--- src/rtl/i2c_bus_clear_sequencer_assert.svh ---
// ----------------------------------------------------------------------------
// I2C bus-clear sequencer assertion macros
// Concurrent assertion helpers for the bus-clear sequencer.
// ----------------------------------------------------------------------------
`ifndef I2C_BUS_CLEAR_SEQUENCER_ASSERT_SVH
`define I2C_BUS_CLEAR_SEQUENCER_ASSERT_SVH

// same-cycle implication, disabled during reset
`define IBCS_ASSERT_IMPLY(label, clk, rstn, ante, cons, msg) \
    label: assert property (@(posedge clk) disable iff (!(rstn)) (ante) |-> (cons)) \
        else $error(msg);

// next-cycle implication, disabled during reset
`define IBCS_ASSERT_NEXT(label, clk, rstn, ante, cons, msg) \
    label: assert property (@(posedge clk) disable iff (!(rstn)) (ante) |=> (cons)) \
        else $error(msg);

`endif

--- src/rtl/ibcs_pkg.sv ---
// ----------------------------------------------------------------------------
// I2C bus-clear sequencer package
// Types, register indexes and reset values shared by the sequencer.
// ----------------------------------------------------------------------------
package ibcs_pkg;

    localparam int HALF_PERIOD_W = 16;
    localparam int PULSE_W       = 6;
    localparam int CFG_ADDR_W    = 1;
    localparam int CFG_DATA_W    = HALF_PERIOD_W;

    localparam logic [HALF_PERIOD_W-1:0] HALF_PERIOD_RESET = 16'd5;
    localparam logic [PULSE_W-1:0]       MAX_PULSES_RESET  = 6'd18;

    localparam logic [CFG_ADDR_W-1:0] REG_HALF_PERIOD = 1'b0;
    localparam logic [CFG_ADDR_W-1:0] REG_MAX_PULSES  = 1'b1;

    localparam logic OP_TICK  = 1'b0;
    localparam logic OP_START = 1'b1;

    typedef enum logic [2:0] {
        PH_IDLE     = 3'd0,
        PH_SETTLE   = 3'd1,
        PH_SCL_HIGH = 3'd2,
        PH_SCL_LOW  = 3'd3,
        PH_STOP_LOW = 3'd4,
        PH_STOP_REL = 3'd5
    } phase_t;

endpackage

--- src/rtl/i2c_bus_clear_sequencer.sv ---
// ----------------------------------------------------------------------------
// I2C bus-clear sequencer
// Issues SCL pulses until a stuck SDA is released, then sends a STOP; at the pulse limit it ends without a STOP.
//
//   channel   direction  handshake          payload
//   s_        in         s_valid/s_ready    s_op, s_sda_level
//   m_        out        m_valid/m_ready    m_scl_level .. m_pulses_used
//   cfg_      in         cfg_wr_en          cfg_addr, cfg_wdata
//
// One transaction per clock cycle sustained while the output is not stalled; each passes
// through the input register, then the sequencer update into the output register.
// Synchronous active-low reset clears all valids, the sequencer state and
// loads the configuration defaults (half period 5, pulse limit 18).
// A stalled output holds the pipeline; s_ready stays high while the input
// register can drain into the output register in the same cycle.
// ----------------------------------------------------------------------------
module i2c_bus_clear_sequencer (
    input  logic                                 aclk,
    input  logic                                 aresetn,
    input  logic                                 s_valid,
    output logic                                 s_ready,
    input  logic                                 s_op,
    input  logic                                 s_sda_level,
    output logic                                 m_valid,
    input  logic                                 m_ready,
    output logic                                 m_scl_level,
    output logic                                 m_sda_pull_low,
    output logic                                 m_busy_res,
    output logic                                 m_finished,
    output logic                                 m_recovered,
    output logic [ibcs_pkg::PULSE_W-1:0]         m_pulses_used,
    input  logic                                 cfg_wr_en,
    input  logic [ibcs_pkg::CFG_ADDR_W-1:0]      cfg_addr,
    input  logic [ibcs_pkg::CFG_DATA_W-1:0]      cfg_wdata
);
    import ibcs_pkg::*;

    logic [HALF_PERIOD_W-1:0] half_period_reg;
    logic [PULSE_W-1:0]       max_pulses_reg;

    logic in_valid_reg;
    logic op_reg;
    logic sda_reg;
    logic advance;

    phase_t                   phase_reg, phase_next;
    logic [HALF_PERIOD_W-1:0] delay_count_reg, delay_count_next;
    logic [PULSE_W-1:0]       pulse_count_reg, pulse_count_next;
    logic                     result_flag_reg, result_flag_next;

    logic [HALF_PERIOD_W-1:0] hp_eff;
    logic [PULSE_W-1:0]       limit;
    logic [HALF_PERIOD_W-1:0] delay_inc;
    logic                     delay_done;
    logic                     fin;
    logic                     scl_next;
    logic                     sda_pull_next;

    logic                     out_valid_reg;
    logic                     scl_reg;
    logic                     sda_pull_reg;
    logic                     busy_reg;
    logic                     finished_reg;
    logic                     recovered_reg;
    logic [PULSE_W-1:0]       pulses_reg;

    // configuration
    always_ff @(posedge aclk) begin
        if (!aresetn) begin
            half_period_reg <= HALF_PERIOD_RESET;
            max_pulses_reg  <= MAX_PULSES_RESET;
        end else if (cfg_wr_en) begin
            unique case (cfg_addr)
                REG_HALF_PERIOD: half_period_reg <= cfg_wdata;
                REG_MAX_PULSES:  max_pulses_reg  <= cfg_wdata[PULSE_W-1:0];
                default: ;
            endcase
        end
    end

    // handshake
    assign advance = in_valid_reg && (!out_valid_reg || m_ready);
    assign s_ready = !in_valid_reg || advance;

    always_ff @(posedge aclk) begin
        if (!aresetn) begin
            in_valid_reg <= 1'b0;
        end else if (s_ready) begin
            in_valid_reg <= s_valid;
        end
    end

    always_ff @(posedge aclk) begin
        if (s_valid && s_ready) begin
            op_reg  <= s_op;
            sda_reg <= s_sda_level;
        end
    end

    // sequencer
    assign hp_eff     = (half_period_reg == '0) ? HALF_PERIOD_W'(1) : half_period_reg;
    assign limit      = (max_pulses_reg == '0) ? PULSE_W'(1) : max_pulses_reg;
    assign delay_inc  = delay_count_reg + HALF_PERIOD_W'(1);
    assign delay_done = (delay_inc >= hp_eff) || (delay_inc == '0);

    always_ff @(posedge aclk) begin
        if (!aresetn) begin
            phase_reg       <= PH_IDLE;
            delay_count_reg <= '0;
            pulse_count_reg <= '0;
            result_flag_reg <= 1'b0;
        end else begin
            phase_reg       <= phase_next;
            delay_count_reg <= delay_count_next;
            pulse_count_reg <= pulse_count_next;
            result_flag_reg <= result_flag_next;
        end
    end

    always_comb begin
        phase_next       = phase_reg;
        delay_count_next = delay_count_reg;
        pulse_count_next = pulse_count_reg;
        result_flag_next = result_flag_reg;
        fin              = 1'b0;
        if (advance) begin
            if (op_reg == OP_START) begin
                if (phase_reg == PH_IDLE) begin
                    phase_next       = PH_SETTLE;
                    delay_count_next = '0;
                    pulse_count_next = '0;
                    result_flag_next = 1'b0;
                end
            end else begin
                if (phase_reg != PH_IDLE) begin
                    delay_count_next = delay_done ? '0 : delay_inc;
                end
                unique case (phase_reg)
                    PH_IDLE: ;
                    PH_SETTLE: begin
                        if (delay_done) begin
                            if (sda_reg) begin
                                result_flag_next = 1'b1;
                                phase_next       = PH_IDLE;
                                fin              = 1'b1;
                            end else begin
                                pulse_count_next = PULSE_W'(1);
                                phase_next       = PH_SCL_HIGH;
                            end
                        end
                    end
                    PH_SCL_HIGH: begin
                        if (delay_done) begin
                            phase_next = PH_SCL_LOW;
                        end
                    end
                    PH_SCL_LOW: begin
                        if (delay_done) begin
                            if (sda_reg) begin
                                phase_next = PH_STOP_LOW;
                            end else if (pulse_count_reg >= limit) begin
                                result_flag_next = 1'b0;
                                phase_next       = PH_IDLE;
                                fin              = 1'b1;
                            end else begin
                                pulse_count_next = pulse_count_reg + PULSE_W'(1);
                                phase_next       = PH_SCL_HIGH;
                            end
                        end
                    end
                    PH_STOP_LOW: begin
                        if (delay_done) begin
                            phase_next = PH_STOP_REL;
                        end
                    end
                    PH_STOP_REL: begin
                        if (delay_done) begin
                            result_flag_next = 1'b1;
                            phase_next       = PH_IDLE;
                            fin              = 1'b1;
                        end
                    end
                    default: begin
                        phase_next = PH_IDLE;
                    end
                endcase
            end
        end
    end

    assign scl_next      = !((phase_next == PH_SCL_LOW) || (phase_next == PH_STOP_LOW));
    assign sda_pull_next = (phase_next == PH_STOP_LOW);

    // result register
    always_ff @(posedge aclk) begin
        if (!aresetn) begin
            out_valid_reg <= 1'b0;
        end else if (advance) begin
            out_valid_reg <= 1'b1;
        end else if (m_ready) begin
            out_valid_reg <= 1'b0;
        end
    end

    always_ff @(posedge aclk) begin
        if (advance) begin
            scl_reg       <= scl_next;
            sda_pull_reg  <= sda_pull_next;
            busy_reg      <= (phase_next != PH_IDLE);
            finished_reg  <= fin;
            recovered_reg <= result_flag_next;
            pulses_reg    <= pulse_count_next;
        end
    end

    assign m_valid        = out_valid_reg;
    assign m_scl_level    = scl_reg;
    assign m_sda_pull_low = sda_pull_reg;
    assign m_busy_res     = busy_reg;
    assign m_finished     = finished_reg;
    assign m_recovered    = recovered_reg;
    assign m_pulses_used  = pulses_reg;

`include "i2c_bus_clear_sequencer_assert.svh"

    `IBCS_ASSERT_IMPLY(a_fin_not_busy, aclk, aresetn, m_valid && m_finished, !m_busy_res, "finished transaction reports busy")
    `IBCS_ASSERT_IMPLY(a_stop_scl_low, aclk, aresetn, m_valid && m_sda_pull_low, !m_scl_level, "SDA pulled low while SCL released")
    `IBCS_ASSERT_IMPLY(a_pulse_nonzero, aclk, aresetn, phase_reg == PH_SCL_HIGH || phase_reg == PH_SCL_LOW || phase_reg == PH_STOP_LOW || phase_reg == PH_STOP_REL, pulse_count_reg != '0, "pulse phase with zero pulse count")
    `IBCS_ASSERT_IMPLY(a_delay_bound, aclk, aresetn, phase_reg != PH_IDLE, delay_count_reg < hp_eff, "delay counter beyond half period")

endmodule
--- config.mk ---
export PLATFORM = sky130hd
export DESIGN_NAME = i2c_bus_clear_sequencer
export DESIGN_NICKNAME = d
export VERILOG_FILES = /design/src/rtl/ibcs_pkg.sv /design/src/rtl/i2c_bus_clear_sequencer.sv
export VERILOG_INCLUDE_DIRS = /design/src /design/src/rtl
export SDC_FILE = /design/constraint.sdc
export NUM_CORES = 1
export LEC_CHECK = 0
export ABC_AREA = 1
export ABC_CLOCK_PERIOD_IN_PS = 2800
export BUFFER_PORTS_ARGS = -buffer_cell sky130_fd_sc_hd__buf_2
export CORE_MARGIN = 5
export CORE_UTILIZATION = 54
export CTS_CLUSTER_DIAMETER = 150
export DETAILED_ROUTE_END_ITERATION = 12
export PLACE_DENSITY = 0.86
export SYNTH_ARGS = -nofsm -noshare
export SYNTH_HDL_FRONTEND = slang
export SYNTH_SLANG_ARGS = --single-unit
--- constraint.sdc ---
create_clock -name aclk -period 2.8 [get_ports aclk]
set_input_delay 0.84 -clock aclk [delete_from_list [all_inputs] [get_ports aclk]]
set_output_delay 0.84 -clock aclk [all_outputs]
set_load 0.005 [all_outputs]
Word level (Yosys, flattened, before mapping) --
Cells that the tools add are included.
Cells by class: muxes and demuxes 46, eq/ne operators 8, reductions and logical operators 20, multiply operators 0, divide/modulo/power cells 0, shifts and indexed selects 0, magnitude comparators 2, add/subtract/negate cells 2, bitwise operators 1
Operators with widths (count):
- $mux W16 | 5
- $mux W6 | 9
- $logic_not A16 Y1 | 2
- $mux W3 | 9
- $pmux W3 S6 | 1
- $mux W1 | 17
- $add A16 B1 Y16 const B | 1
- $ge A16 B16 Y1 | 1
- $pmux W6 S2 | 1
- $eq A3 B2 Y1 const B | 3
- $eq A3 B3 Y1 const B | 3
- $add A6 B1 Y6 const B | 1
- $ge A6 B6 Y1 | 1
- $logic_not A6 Y1 | 1
- $pmux W1 S3 | 2
- $reduce_bool A3 Y1 | 2
- $logic_or A1 B1 Y1 | 4
- $mux W2 | 2
- $reduce_and A2 Y1 | 2
- $reduce_bool A2 Y1 | 2
- $eq A3 B1 Y1 const B | 1
- $logic_not A1 Y1 | 3
- $logic_not A3 Y1 | 1
- $reduce_and A3 Y1 | 1
- other kinds (3) | 4
Word-level totals: input port bits 24, bits in latches 0, ROM bits 0, register bits after elaboration 63, RAM bits 0, output and inout bits 13, memories 0

Logic depth before layout (Yosys ltp) --
word-level depth 12, depth in mapped cells 25, mapped depth without buffers 25

Worst setup path before layout --
OpenSTA, ideal clock, no wires.
path type register -> register, from register delay_count_reg[0], to register scl_reg, in the netlist m_scl_level, data pin, setup slack -0.058 ns, data arrival time 2.606 ns, required time 2.548 ns, setup time 0.252 ns, cell stages (with the launch flop) 22, clock period less this slack 2.858 ns, cells stage by stage dfxtp_1 ha_1 nand3_2 nor2_4 nand4_1 nand2_1 inv_1 ha_1 nand2_1 nor2_1 nand2_1 nor4b_1 nor2_1 nand2_4 buf_8 nand3_2 nand2_1 nand2_1 nand2_1 nand2_1 nand2_1 nand2_1
Between the ends: longest elaborated chain between the ends 10, elaborated cells on any way between the ends 16
Ends and longest elaborated chain:
- start, declared | line i2c_bus_clear_sequencer.sv:47 | logic [HALF_PERIOD_W-1:0] delay_count_reg, delay_count_next;
- start signal, assigned | line i2c_bus_clear_sequencer.sv:114 | delay_count_reg <= delay_count_next;
- $add A16 B1 Y16 (*) | line i2c_bus_clear_sequencer.sv:103 | assign delay_inc = delay_count_reg + HALF_PERIOD_W'(1);
- $ge A16 B16 Y1 or $logic_not A16 Y1 (tied branches) | line i2c_bus_clear_sequencer.sv:104 | assign delay_done = (delay_inc >= hp_eff) || (delay_inc == '0);
- $logic_or A1 B1 Y1 (*) | line i2c_bus_clear_sequencer.sv:104
- $mux W3, on equally long branches
- $pmux W3 S6 (*) | line i2c_bus_clear_sequencer.sv:138 | unique case (phase_reg)
- $mux W3 (*) | line i2c_bus_clear_sequencer.sv:127 | if (op_reg == OP_START) begin
- $mux W3 (*) | line i2c_bus_clear_sequencer.sv:126 | if (advance) begin
- $eq A3 B2 Y1 or $eq A3 B3 Y1 (tied branches) | line i2c_bus_clear_sequencer.sv:191 | assign scl_next = !((phase_next == PH_SCL_LOW) || (phase_next == PH_STOP_LOW));
- $logic_or A1 B1 Y1 (*) | line i2c_bus_clear_sequencer.sv:191
- $logic_not A1 Y1 (*) | line i2c_bus_clear_sequencer.sv:191
- net scl_next | line i2c_bus_clear_sequencer.sv:56 | logic scl_next;
- end signal, assigned | line i2c_bus_clear_sequencer.sv:207 | scl_reg <= scl_next;
- end, declared | line i2c_bus_clear_sequencer.sv:60 | logic scl_reg;
The timed path passes the listed nets; every way through them passes the cells marked *. A chain may end at the register's enable or synchronous reset.

Worst setup path after layout --
from register delay_count_reg[1], to register pulses_reg[3], in the netlist m_pulses_used[3], data pin
Between the ends: longest elaborated chain between the ends 7, elaborated cells on any way between the ends 9
Ends and longest elaborated chain:
- $add A16 B1 Y16 (*) | line i2c_bus_clear_sequencer.sv:103
- $ge A16 B16 Y1 or $logic_not A16 Y1 (tied branches) | line i2c_bus_clear_sequencer.sv:104
- $logic_or A1 B1 Y1 (*) | line i2c_bus_clear_sequencer.sv:104
- $mux W6, on equally long branches | line i2c_bus_clear_sequencer.sv:158, i2c_bus_clear_sequencer.sv:141
- $pmux W6 S2 (*) | line i2c_bus_clear_sequencer.sv:138
- $mux W6 (*) | line i2c_bus_clear_sequencer.sv:127
- $mux W6 (*) | line i2c_bus_clear_sequencer.sv:126
- net pulse_count_next[3] | line i2c_bus_clear_sequencer.sv:48 | logic [PULSE_W-1:0] pulse_count_reg, pulse_count_next;
- end signal, assigned | line i2c_bus_clear_sequencer.sv:212 | pulses_reg <= pulse_count_next;
- end, declared | line i2c_bus_clear_sequencer.sv:65 | logic [PULSE_W-1:0] pulses_reg;
Marks and branches as above.

==> impl_results.md <==
* Status: finished with violations
* Failing checks: setup timing
* Normalized max-slew margin at 0.5368
* Final period util at 1.149
* Critical Path Fanout Max at 7
* Max frequency at 0.3107 GHz
* Top FF cell, synth: dfxtp_1
* Die Wd at 93.29 um
* Core Footprint at 0.006756 mm^2
* CTS clk-pin slew, worst paths at 0.10 ns
* Wire length per cell at 18.68 um
* Crit path DAT at 3.34 ns
* Slowest Stage Delay on Critical Path at 0.41 ns
* CP endpoint kind: flip-flop
* Top cell type's share of synthesized area at 0.2672
* Initial antenna violation count at 0
* Synth warnings at 0
* GRT Total Usage at 0.2474
* Sequential share of the synthesized area at 0.3714
* Vias per std cell at 6.141
* Cell Chain, Critical Path: nand3_2, buf_4, o21bai_1, nand2_1, inv_1, ha_1, a21oi_1, nor2_1, nor3_1, nand2_1, nand2_1, nand2_2, nor2_4, nand2_4, buf_6, o211ai_1, o21ai_1, nand2_1, nand2_1
* Iter 0 DRT Violations at 778
* Layout Skew at 0.02834 ns
* Dpl hpwl at 6865 um
* Gate Count Post-Synth at 538
* Grt total ovfl at 0
* DIE HEIGHT at 93.29 um
* Mapped cell area at 0.003746 mm^2
* Pin count of the biggest net entering global routing at 30
* Number of synthesized flops with an enable pin at 13
* CP Launch Type: flip-flop
* Fill cells at 409
* First-pass GRT wire length at 17240 um
* Post-synth net total at 586
* # H-tree levels at 3
* Final setup fails at 37
* Port buffer count at 36
* Die area at 0.008703 mm^2
* Sum Neg Setup Slack at -7.878 ns
* Crit path kind: flip-flop to flip-flop
* Pleak at 2.364 nW
* FFs w/ async S/R, synth at 0
* DRT antenna net count at 0
* CP required at 2.92 ns
* Via count at 4501
* Max-slew violations at 0
* Area leader, netlist: dfxtp_1
* Worst setup margin at -0.4183 ns
* Layout area overhead at 37.64%
* Min Tclk post-route at 3.218 ns
* Max clock buf depth at 2
* DR pass1 iterations at 7
* Syn_area_per_cell at 6.963 um^2
* Placer Congestion at 0.8660
* Layout Cells excl Fill at 733
* Yosys reg bits at 63
* Clock Latency Late Sink at 0.37 ns
* Nets at 697
* Worst path bufs/invs at 3
* Hold Crit Class: flip-flop to flip-flop
* TritonCTS Buffers at 9
* Layout cells sized above 1 at 0.3415
* RSZ-0062 raised after global routing: yes
* Initial Utilization at 0.5544
* DRC at 0
* Max VDD drop at 0.3517 mV
* Synth cell count leaders: nand2_1 (150), inv_1 (77), a21oi_1 (56), dfxtp_1 (50), o21ai_0 (39)
* Least-Margin Pin Slew at 0.6941 ns
* DP Area at 0.004380 mm^2
* Endpoints failing hold at 0
* Final Power at 1.993 mW
* Drt total wl at 13690 um
* Fin area at 0.005156 mm^2
* I/O pin total at 37
* Root buf cell: clkbuf_8
* Site Rows at 30
* Crit path max-delay family: simple AND/OR/NAND/NOR gates
* Most common cell in the netlist: nand2_1
* Crit path top cell by count: nand2_1
* Distinct cell type count after synthesis at 34
* Power Density at 386.6 mW/mm^2
* Clk sinks at 63
* # diodes at 0
* Max Cap Violations at 0
* TritonCTS clock tree: yes
* Synth area leaders: dfxtp_1 (27%), nand2_1 (15%), edfxtp_1 (10%)
* Post-Place Cells at 696
* Vias in the first global route at 3857
* CP max stage cell: dfxtp_4
repair_timing:
item / CTS / global route
hold buffers: 0 / 0
gates cloned: 0 / 1
resized for setup: 32 / 83
pin swaps: 19 / 44
buffers inserted: 18 / 7
setup endpoints to repair: 36 / 37
layout by cell type, fill, tap and decap left out, drive strengths merged, types with 2 or more instances in the layout:
cell	instances
inv	82
nor4	4
o21ai	42
xor2	4
edfxtp	13
o211ai	7
dfxtp	50
buf	110
o21bai	2
a21oi	56
clkbuf	11
nand3b	2
nand2	154
nor3	3
nand3	32
clkinv	3
ha	24
nor2	40
nand4	7
report_power, final:
| group | switching [mW] | internal (mW) | leakage (nW) |
|---|---|---|---|
| Sequential | 0.0203 | 0.955 | 0.534 |
| Combinational | 0.159 | 0.0910 | 1.74 |
| Clock | 0.401 | 0.367 | 0.0923 |
| Total | 0.580 | 1.41 | 2.36 |
metrics by stage:
stage | util | hold slack [ns] | setup slack, ns
5_1_grt | 0.7631 | 0.4792 | -0.6020
3_3_place_gp | 0.6483 | 0.4473 | -0.1738
3_5_place_dp | 0.6483 | 0.4472 | -0.2831
2_1_floorplan | - | 0.4229 | 0.007225
6_report | 0.7631 | 0.4601 | -0.4183
4_1_cts | 0.7083 | 0.4597 | -0.1002
routing by layer:
metal  routed length [um]  vias to the layer above  part of all wire  global-route usage
met1                 4883                     1996              0.36              0.2876
met4                  941                        0             0.069              0.1343
met3                 1679                      124              0.12             0.07965
li1                     -                     1986                 -                   -
met2                 6190                      395              0.45              0.4020
met5                    0                        -                 0                   0
layout make-up:
cell class | instances | area [um^2] | area share
multi-input combinational | 383 | 2401 | 0.4657
sequential | 63 | 1406 | 0.2727
timing repair buffer | 110 | 750.7 | 0.1456
timing repair inverter | 1 | 6.256 | 0.001213
tap | 80 | 100.1 | 0.01941
clock buffer | 11 | 151.4 | 0.02936
inverter | 81 | 311.5 | 0.06042
clock inverter | 4 | 28.78 | 0.005581
cells by family after synthesis:
family | after synthesis | share of synthesized area
AND/OR/NAND/NOR | 243 | 0.2819
buffers and inverters | 92 | 0.09619
AO/OA/AOI/OAI | 111 | 0.1587
flip-flops | 63 | 0.3714
adder cells (fa/ha/maj) | 24 | 0.08016
XOR/XNOR | 5 | 0.01169
worst register-to-register path, cell delays in order (launching register included):
cell and delay (ns):
dfxtp_4 0.41, nand3_2 0.12, buf_4 0.15, o21bai_1 0.16
nand2_1 0.12, inv_1 0.17, ha_1 0.27, a21oi_1 0.13
nor2_1 0.05, nor3_1 0.17, nand2_1 0.07, nand2_1 0.09
nand2_2 0.08, nor2_4 0.15, nand2_4 0.11, buf_6 0.16
o211ai_1 0.21, o21ai_1 0.14, nand2_1 0.12, nand2_1 0.08
final timing paths:
kind / startpoint / endpoint / slack, ns / depth (start not counted)
max: delay_count_reg[1]$_SDFFE_PN0P_ / m_pulses_used[3]$_DFFE_PP_ / -0.42 / 19
min: max_pulses_reg[0]$_SDFFE_PN0P_ / max_pulses_reg[0]$_SDFFE_PN0P_ / 0.46 / 2
max reg2reg: delay_count_reg[1]$_SDFFE_PN0P_ / m_pulses_used[3]$_DFFE_PP_ / -0.42 / 19
min reg2reg: max_pulses_reg[0]$_SDFFE_PN0P_ / max_pulses_reg[0]$_SDFFE_PN0P_ / 0.46 / 2
No activity file was read; power rests on OpenSTA's default activity.
